**src/hdl/heightmap_normal_stencil_unit_macros.svh**
```systemverilog
// Assertion macros shared by the stencil unit's RTL files.
// No dependencies; taken in by `include where assertions are written.
`ifndef HEIGHTMAP_NORMAL_STENCIL_UNIT_MACROS_SVH
`define HEIGHTMAP_NORMAL_STENCIL_UNIT_MACROS_SVH

// condition must hold at every edge out of reset
`define HNS_ASSERT_ALWAYS(lbl, clk, rst_n, cond) \
	lbl: assert property (@(posedge clk) disable iff (!rst_n) (cond)) \
		else $error("hns: invariant violated");

// antecedent implies consequent in the same cycle
`define HNS_ASSERT_IMPLIES(lbl, clk, rst_n, ante, cons) \
	lbl: assert property (@(posedge clk) disable iff (!rst_n) (ante) |-> (cons)) \
		else $error("hns: implication violated");

// antecedent implies consequent in the next cycle
`define HNS_ASSERT_NEXT(lbl, clk, rst_n, ante, cons) \
	lbl: assert property (@(posedge clk) disable iff (!rst_n) (ante) |=> (cons)) \
		else $error("hns: sequence violated");

`endif

```
**src/hdl/hns_pkg.sv**
```systemverilog
// Types and constants of the height-map normal stencil unit.
// No dependencies; used through scoped names by every file but the macro header.
`default_nettype none

package hns_pkg;

	localparam int SUM_W  = 10; // r+g+b, at most 765
	localparam int LOC_W  = 10; // reported column and row
	localparam int NRM_W  = 16; // Q1.14 normal component
	localparam int REG_AW = 5;  // APB address bits
	localparam int FIFO_DEPTH = 4;
	localparam int DIV_STEPS  = 16;

	typedef enum logic [2:0] {
		REG_GRID_WIDTH   = 3'd0,
		REG_GRID_HEIGHT  = 3'd1,
		REG_HEIGHT_SCALE = 3'd2,
		REG_STEP_X       = 3'd3,
		REG_STEP_Y       = 3'd4
	} reg_idx_t;

	// one stencil to evaluate: neighbour sums, edge weights and location
	typedef struct packed {
		logic [SUM_W-1:0] sl;
		logic [SUM_W-1:0] sr;
		logic [SUM_W-1:0] st;
		logic [SUM_W-1:0] sb;
		logic [1:0]       kx;
		logic [1:0]       ky;
		logic [LOC_W-1:0] col;
		logic [LOC_W-1:0] row;
		logic             last;
	} job_t;

	typedef struct packed {
		logic [15:0] height_scale;
		logic [15:0] step_x;
		logic [15:0] step_y;
	} coeff_t;

	typedef enum logic [2:0] {
		F_IDLE,
		F_RD_LEFT,
		F_RD_CENTRE,
		F_RD_RIGHT,
		F_RD_LEFT2,
		F_WRITE,
		F_EMIT
	} front_state_t;

	typedef enum logic [3:0] {
		B_IDLE,
		B_MUL1,
		B_MUL2,
		B_NORM,
		B_SQUARE,
		B_SUM,
		B_ROOT,
		B_DIV,
		B_OUT
	} back_state_t;

endpackage

`default_nettype wire

```
**src/hdl/hns_job_fifo.sv**
```systemverilog
// Short job queue between the stencil front end and the normal back end.
// Depends on hns_pkg.
`default_nettype none
`include "heightmap_normal_stencil_unit_macros.svh"

module hns_job_fifo (
	input  wire            clk,
	input  wire            arst_n,
	input  wire            push,
	input  hns_pkg::job_t  push_data,
	input  wire            pop,
	output hns_pkg::job_t  pop_data,
	output logic           full,
	output logic           empty
);

	localparam int DEPTH = hns_pkg::FIFO_DEPTH;
	localparam int PW = $clog2(DEPTH);

	hns_pkg::job_t slot_q [DEPTH];
	logic [PW-1:0] wr_ptr_q, rd_ptr_q;
	logic [PW:0]   count_q;

	assign full     = (count_q == (PW+1)'(DEPTH));
	assign empty    = (count_q == '0);
	assign pop_data = slot_q[rd_ptr_q];

	always_ff @(posedge clk or negedge arst_n) begin
		if (!arst_n) begin
			wr_ptr_q <= '0;
			rd_ptr_q <= '0;
			count_q  <= '0;
		end else begin
			if (push) wr_ptr_q <= wr_ptr_q + PW'(1);
			if (pop)  rd_ptr_q <= rd_ptr_q + PW'(1);
			if (push && !pop)      count_q <= count_q + (PW+1)'(1);
			else if (pop && !push) count_q <= count_q - (PW+1)'(1);
		end
	end

	always_ff @(posedge clk) begin
		if (push)
			slot_q[wr_ptr_q] <= push_data;
	end

	`HNS_ASSERT_ALWAYS(a_no_overflow, clk, arst_n, !(push && full))
	`HNS_ASSERT_IMPLIES(a_no_underflow, clk, arst_n, pop, !empty)

endmodule

`default_nettype wire

```
**config.mk**
```make
export PLATFORM = sky130hd
export DESIGN_NAME = hns_job_fifo
export DESIGN_NICKNAME = d
export VERILOG_FILES = /design/src/hdl/hns_pkg.sv /design/src/hdl/hns_job_fifo.sv
export VERILOG_INCLUDE_DIRS = /design/src /design/src/hdl
export SDC_FILE = /design/constraint.sdc
export NUM_CORES = 1
export LEC_CHECK = 0
export ABC_CLOCK_PERIOD_IN_PS = 3200
export BUFFER_PORTS_ARGS = -buffer_cell sky130_fd_sc_hd__buf_2
export CORE_MARGIN = 3
export CORE_UTILIZATION = 57
export DETAILED_ROUTE_END_ITERATION = 6
export PLACE_DENSITY = 0.83
export SLEW_MARGIN = 40
export SYNTH_ARGS = -nofsm -noshare
export SYNTH_HDL_FRONTEND = slang
export SYNTH_SLANG_ARGS = --single-unit
```
**constraint.sdc**
```tcl
create_clock -name clk -period 3.2 [get_ports clk]
set_input_delay 0 -clock clk [delete_from_list [all_inputs] [get_ports clk]]
set_output_delay 0 -clock clk [all_outputs]
set_load 0.01 [all_outputs]
```
==> flow_summary.toml, run 1 <==
[outcome]
outcome = "finished clean"

[cts]
clk_latency_ns = 0.51
cts_num_sinks = 267
cts-buffers-inserted = 26
h-tree-depth = 1
cts-resized-gates = 0
clock-root-buffer = "clkbuf_16"
clk_path_buf_depth = 3
cts_tree = "yes"
path_clk_slew_ns = 0.06

[placed_design]
dp.final_hpwl_um = 10600
place.gp.congestion = 0.725
dpl_cell_area_um2 = 10800
port_buffers = 135

[global_routing]
antenna_found_initial = 1
grt_max_degree = 42
overflow = 0
grt_first_pass_wirelength_um = 28000
grt_use_total_pct = 19.8
grt_pass1_vias = 5122

[drt]
ant_nets = 0
wl_per_cell_um = 21.9
route.detailed.drc = 0
via_per_inst = 5.56
firstDrtPassIters = 4
routed_wl_um = 18300
drtIter0Drc = 228
vias = 4652

[logic_synthesis]
syn_avg_cell_area_um2 = 26.2
async_reset_ff_share_pct = 2.62
ys_seq_area_share_pct = 81.4
ys_ff_latch = 267
syn_area_um2 = 9810
syn_inst = 374
ys_warn_count = 0
syn_nets = 449
synthDistinctLibCells = 20
synth_edf_count = 260
ys.flop_type = "edfxtp_1"

[sta]
period_share_pct = 76.9
max_freq_mhz = 406
final.setup_skew_ns = 0.00587
slew_headroom_pct = 63.9
setup_violations = 0
rsz0062_at_grt = "false"
maxSlewViolCount = 0
finalCriticalPeriod_ns = 2.46
setup_tns_ns = 0
finalHoldViolCount = 0
tightest_slew_ns = 0.541

[setup_path]
r2r-end = "slot_q[1][26]"
startpoint_type = "register"
worstPathArrival_ns = 2.46
reg2reg_depth = 4
cp_max_fo = 41
worstReg2RegStart = "wr_ptr_q[1]"
critPathCaptureType = "primary output"
crit_type = "register to primary output"
cp.required_ns = 3.20
rrSetupSlack_ns = 1.42
crit_start = "rd_ptr_q[0]"

[finish]
area_growth_syn_to_layout_pct = 24.6
ff_latch_area_um2 = 7990
fillers = 968
drive_gt1_share_pct = 39.8
nNetsFinal = 673
multiInputGateArea_um2 = 1670
final_util_pct = 73.2
finalInstanceArea_um2 = 12200

[floorplan]
start_util_pct = 58.7
fp.dieW_um = 137
io_pins = 136
rows = 47
fp.dieH_um = 137
core_um2 = 16700
die-area_um2 = 18800

[power]
p_switching_mw = 3.00
leakage_nw = 4.25
pwr-share-clk_pct = 25.4
ir_drop_uv = 515
pwr-share-seq_pct = 46.2
power_mw = 10.6
power_density_nw_per_um2 = 868
p_comb_share_pct = 28.4
switching_share_pct = 28.3
internal_power_mw = 7.61

[min_path]
hold_path_end = "slot_q[2][15]"
holdPathStages = 2
hp-class = "input pin to register"
hold_start = "push_data[15]"

[job]
cap_violations = 0
flip-flops by register name, indices dropped and copies added, names as in the netlist:
name and cells:
slot_q 260, count_q 3, rd_ptr_q 2, wr_ptr_q 2
how the worst max path moves through the flow:
stage                               to
after floorplan           slot_q[2][0]
after global placement     pop_data[8]
after detailed placement   pop_data[8]
after CTS                  pop_data[8]
after global routing      pop_data[64]
final                     pop_data[22]
through the flow:
step           setup slack [ns]  hold slack [ns]  instances
2_1_floorplan             0.627           -0.296        374
3_5_place_dp               1.21           -0.158        721
5_1_grt                   0.544            0.220        836
3_3_place_gp               1.23           -0.163        715
6_report                  0.740            0.234        836
4_1_cts                   0.648            0.209        835
layout by cell type (no fill, tap or decap):
cell and n:
mux4_2 65, inv_1 4, clkinv_1 6, xor2_1 4, clkinv_2 4, dfrtp_1 5
mux2_2 1, fa_1 1, buf_2 135, dfrtp_4 2, diode_2 1, clkbuf_1 8
xnor2_1 2, and2_4 4, nor3_1 1, buf_12 6, nor2_1 1, clkbuf_16 27
ha_1 5, o21ai_0 1, nand2_1 2, nor3b_1 1, buf_16 1, dlygate4sd3_1 69
edfxtp_1 260
layout make-up:
type,instances,area share [%]
repair buffers,211,12.4
flip-flops and latches,267,65.4
clock inverters,10,0.348
multi-input cells,88,13.7
clock buffers,35,5.78
diodes,1,0.0205
well taps,220,2.25
inverters,4,0.123
cells in the mapped netlist, types with 2 or more instances:
master,instances,area [µm²]
xnor2_1,2,17.5
buf_2,5,25.0
ha_1,5,62.6
buf_4,3,22.5
nand2_1,2,7.51
dfrtp_1,7,175
xor2_1,4,35.0
inv_1,4,15.0
edfxtp_1,260,7810
mux4_2,65,1460
buf_12,4,80.1
and2_1,4,25.0
clkbuf_1,2,7.51
repair_timing:
item,in CTS,in global routing
buffers inserted,0,0
hold buffers,69,0
hold endpoints to repair,272,0
layer usage:
layer	track usage (%)	vias to the layer above	wire length [µm]	share of wire, %
li1	-	2050	-	-
met1	26.2	2392	7300	40
met2	33.7	177	9560	52
met3	4.20	33	1120	6.1
met4	5.88	0	364	2.0
met5	0	-	0	0
worst max-delay path, stage by stage (launching register included):
cell and delay [ns]:
dfrtp_4 0.78, buf_12 0.37, mux4_2 0.58, buf_2 0.16
power by group through the flow:
stage,clock (mW),sequential [mW],combinational [mW]
after CTS,2.75,4.91,3.10
after floorplan,0,4.79,2.10
after global routing,2.89,4.96,3.25
after detailed placement,0,4.97,3.00
after global placement,0,5.07,2.68
final,2.70,4.90,3.01
cell families after synthesis:
kind of cell / count (synthesis) / synth area share, %
xor+xnor: 6 / 0.536
buf+inv: 19 / 1.65
compound gates: 1 / 0.0510
flops: 267 / 81.4
mux: 66 / 15.0
simple gates: 9 / 0.497
fa+ha+maj: 6 / 0.842
Power figures use the tool's default switching activity.
==> inputs of run 2 (changes only) <==
ABC_CLOCK_PERIOD_IN_PS = 2600   (was 3200)
clock period = 2.6 ns   (was 3.2 ns; I/O delays follow)
==> run 2 against run 1 <==
  * Sequential power rose by 23%
  * Core utilization up 0.97 points
  * Combinational power increased by 24%
  * Power grew 28%
  * Setup slack got worse by 0.36 ns
  * Via count up 1.3%
  * Die area stayed put
  * Clock power up 43%
  * Sequential share of layout area fell by 0.86 points
  * Largest cell class unchanged
==> flow_summary.toml, run 2 (synthesis results as in run 1) <==
[placed_design]
pre_cts_slack_ns = 0.849
port_buffers = 135
place.gp.congestion = 0.728
dpl_cell_area_um2 = 10800
dp_cells = 725
dp.final_hpwl_um = 10700

[floorplan]
fp.dieH_um = 137
die-area_um2 = 18800
core_um2 = 16700
rows = 47
start_util_pct = 58.7
io_pins = 136
fp.dieW_um = 137

[drt]
wl_per_cell_um = 22.2
routed_wl_um = 18600
firstDrtPassIters = 4
ant_nets = 0
top_layer = "met4"
wl_met2_um = 9380
via_per_inst = 5.62
m1WireLength_um = 7710
wl_met3_um = 1260
drtIter0Drc = 343
vias = 4711
route.detailed.drc = 0

[sta]
final.setup_skew_ns = 0.0199
setup_tns_ns = 0
tightest_slew_ns = 0.461
finalHoldViolCount = 0
slew_headroom_pct = 69.3
holdWs_ns = 0.239
rsz0062_at_grt = "false"
setup_violations = 0
fin_ws_ns = 0.376
max_freq_mhz = 450
finalCriticalPeriod_ns = 2.22
period_share_pct = 85.5
maxSlewViolCount = 0

[setup_path]
worstPathArrival_ns = 2.22
path_cells = "buf_4 -> mux4_2 -> buf_2"
crit_type = "register to primary output"
critPathCaptureType = "primary output"
cp_max_fo = 15
worstReg2RegStart = "wr_ptr_q[1]"
cp_slowest_stage_delay_ns = 0.60
worst_path_max_delay_cell = "mux4_2"
cp.required_ns = 2.60
reg2reg_depth = 4
rrSetupSlack_ns = 0.85
crit_start = "rd_ptr_q[0]"
startpoint_type = "register"
worstSetupEndpoint = "pop_data[60]"
r2r-end = "slot_q[1][58]"

[global_routing]
grt_pass1_vias = 4969
grt_max_degree = 42
grt_use_total_pct = 20.3
overflow = 0
antenna_found_initial = 0
grt_first_pass_wirelength_um = 28500

[finish]
finalInstanceArea_um2 = 12400
mostFrequentLayoutCells = "260 x edfxtp_1, 135 x buf_2, 69 x dlygate4sd3_1"
fillers = 910
top_register = "slot_q"
nNetsFinal = 677
largest_reg_flops = 260
drive_gt1_share_pct = 41.7
area_growth_syn_to_layout_pct = 26.2
final_common_cell = "edfxtp_1"
n_antenna_cell = 0
finalNonFillerCells = 839
reg.largest.list = "slot_q x260, count_q x3"

[cts]
cts_tree = "yes"
path_clk_slew_ns = 0.06
clk_latency_ns = 0.51
clock-root-buffer = "clkbuf_16"
h-tree-depth = 1
cts_num_sinks = 267
cts-buffers-inserted = 26
clk_path_buf_depth = 3

[power]
ir_drop_uv = 688
power_density_nw_per_um2 = 1100
leakage_nw = 4.35

[job]
cap_violations = 0

[min_path]
hp-class = "input pin to register"

[outcome]
outcome = "finished clean"
-- run 2: cell count changes in the layout (fill, tap and decap cells not counted), sizes merged --
| cell | before | now |
|---|---|---|
| buf | 142 | 146 |
| bufinv | 0 | 4 |
| clkbuf | 35 | 36 |
| clkinv | 10 | 5 |
| diode | 1 | 0 |
-- run 2: worst max-delay path: cells and delay by family (launching register included) --
| family | cells | cell delay, ns |
|---|---|---|
| buffers and inverters | 2 | 0.54 |
| flip-flops | 1 | 0.57 |
| multiplexers | 1 | 0.60 |
-- run 2: metrics by stage --
step	utilization, %	power (mW)
5_1_grt	74.1	14.2
2_1_floorplan	-	8.48
6_report	74.1	13.6
3_5_place_dp	64.6	9.79
4_1_cts	74.1	13.8
3_3_place_gp	64.6	9.65
-- run 2: report_power, final --
part           internal, mW  leakage (nW)  switching [mW]
combinational          1.83          1.43            1.91
sequential             5.64          2.47           0.371
clock                  2.42         0.447            1.45
-- run 2: worst min path at each step --
stage | from | endpoint | slack (ns) | depth (start not counted)
2_1_floorplan | arst_n | count_q[0] | -0.30 | 0
3_3_place_gp | arst_n | count_q[2] | -0.16 | 1
3_5_place_dp | arst_n | count_q[2] | -0.15 | 1
4_1_cts | push_data[43] | slot_q[1][43] | 0.22 | 2
5_1_grt | push_data[29] | slot_q[2][29] | 0.24 | 2
6_report | push_data[43] | slot_q[1][43] | 0.24 | 2
-- run 2: final cells by class --
type / count / area, µm² / share of cell area (%)
multi-input combinational: 88 / 1670 / 13.5
inverter: 4 / 15.0 / 0.121
tap: 220 / 275 / 2.22
clock inverter: 9 / 144 / 1.16
sequential: 267 / 7990 / 64.5
clock buffer: 36 / 759 / 6.13
timing repair buffer: 215 / 1520 / 12.3
-- run 2: layer usage --
layer,track usage (%),vias to the layer above
met1,29.8,2432
met5,0,-
met3,3.03,26
met4,4.60,0
met2,33.3,206
li1,-,2047
-- run 2: what timing repair did --
| action | in CTS | in global routing |
|---|---|---|
| hold buffers | 69 | 0 |
| endpoints found under the hold margin | 272 | 0 |
| resized for setup | 0 | 0 |
| buffers inserted | 0 | 0 |
==> inputs of run 3 (changes only) <==
CORE_MARGIN = 2   (was 3)
==> run 3 against run 2 <==
  * Clock power fell by 5.7%
  * Maximum frequency is 2.5% higher
  * Critical path depth unchanged
  * Via count fell by 1.7%
  * Worst hold slack lost 0.013 ns
  * Final area decreased by 0.70%
  * Count of clock-buffer cells in the layout down 5
  * Combinational power fell by 2%
  * Setup slack better by 0.055 ns
  * Largest cell class unchanged
==> flow_summary.toml, run 3 (synthesis results as in run 1) <==
[outcome]
outcome = "finished clean"

[finish]
mostFrequentLayoutCells = "260 x edfxtp_1, 135 x buf_2, 69 x dlygate4sd3_1"
largest_reg_flops = 260
nNetsFinal = 675
reg.largest.list = "slot_q x260, count_q x3"
final_common_cell = "edfxtp_1"
finalInstanceArea_um2 = 12300
area_growth_syn_to_layout_pct = 25.4
n_antenna_cell = 0
top_register = "slot_q"
drive_gt1_share_pct = 40.9

[sta]
tightest_slew_ns = 0.588
period_share_pct = 83.4
finalHoldViolCount = 0
slew_headroom_pct = 60.8
rsz0062_at_grt = "false"
max_freq_mhz = 461
holdWs_ns = 0.226
setup_tns_ns = 0
final.setup_skew_ns = 0.00446
maxSlewViolCount = 0
finalCriticalPeriod_ns = 2.17
fin_ws_ns = 0.431
setup_violations = 0

[power]
ir_drop_uv = 837
leakage_nw = 4.30
power_density_nw_per_um2 = 1080

[floorplan]
die-area_um2 = 18300
fp.dieH_um = 135
fp.dieW_um = 135
rows = 47
io_pins = 136
core_um2 = 16700
start_util_pct = 58.7

[drt]
firstDrtPassIters = 4
via_per_inst = 5.52
route.detailed.drc = 0
vias = 4632
drtIter0Drc = 293
wl_per_cell_um = 21.0
ant_nets = 0
routed_wl_um = 17700

[setup_path]
critPathBufInv = 2
crit_type = "register to primary output"
cp_slowest_stage_delay_ns = 0.61
worstPathArrival_ns = 2.17
startpoint_type = "register"
critPathCaptureType = "primary output"
rrSetupSlack_ns = 0.82
path_cells = "buf_12 -> mux4_2 -> buf_2"
critPathTopFamily = "buffers and inverters"
worst_path_max_delay_cell = "mux4_2"
cp_max_fo = 67
cp.required_ns = 2.60

[cts]
cts_tree = "yes"
clk_latency_ns = 0.51
clock-root-buffer = "clkbuf_16"
clk_path_buf_depth = 3
cts-buffers-inserted = 26
h-tree-depth = 1
cts_num_sinks = 267
path_clk_slew_ns = 0.06
cts_setup_buffers = 0

[placed_design]
dp.final_hpwl_um = 10200
pre_cts_slack_ns = 0.791
port_buffers = 135
place.gp.congestion = 0.699
dpl_cell_area_um2 = 10800

[global_routing]
grt_first_pass_wirelength_um = 27500
overflow = 0
grt_use_total_pct = 20.1
grt_max_degree = 68
antenna_found_initial = 0
grt_pass1_vias = 4981

[job]
cap_violations = 0

[min_path]
hp-class = "input pin to register"
==> run 3: layer usage <==
layer  global-route usage (%)  vias up  share of wire (%)
li1                         -     2055                  -
met1                     27.2     2389                 41
met2                     34.4      159                 52
met3                     3.29       29                5.2
met4                     5.90        0                2.1
met5                        0        -                  0
==> run 3: cell type report <==
type	count	area, µm²
fill	953	4410
inverter	4	15.0
tap	220	275
multi-input combinational	88	1670
sequential	267	7990
clock buffer	31	691
clock inverter	16	154
timing repair buffer	213	1500
==> run 3: through the flow <==
stage          cells  util (%)  total power [mW]
4_1_cts          839      73.6              13.5
3_5_place_dp     723      64.4              9.73
3_3_place_gp     723      64.4              9.59
2_1_floorplan    374         -              8.48
6_report         839      73.6              13.3
5_1_grt          839      73.6              13.9
==> run 3: path summary, 6_finish.rpt <==
kind,to,from,cells after the start
max,pop_data[23],rd_ptr_q[0],3
min,rd_ptr_q[0],pop,3
max reg2reg,slot_q[0][50],wr_ptr_q[0],4
min reg2reg,count_q[2],count_q[2],1
max in group asynchronous,rd_ptr_q[1],arst_n,3
min in group asynchronous,count_q[1],arst_n,3
==> run 3: power by group <==
group | internal [mW] | switching (mW)
combinational | 1.80 | 1.87
clock | 2.19 | 1.47
sequential | 5.64 | 0.341
total | 9.62 | 3.68
==> run 3: worst min-delay path, cell delays in order <==
cell and delay, ns:
dlygate4sd3_1 0.52, buf_2 0.12, xor2_1 0.06
==> run 3: repair_timing <==
action,in CTS,in global routing
hold endpoints to repair,272,0
hold buffers,69,0
gates resized for setup,0,0
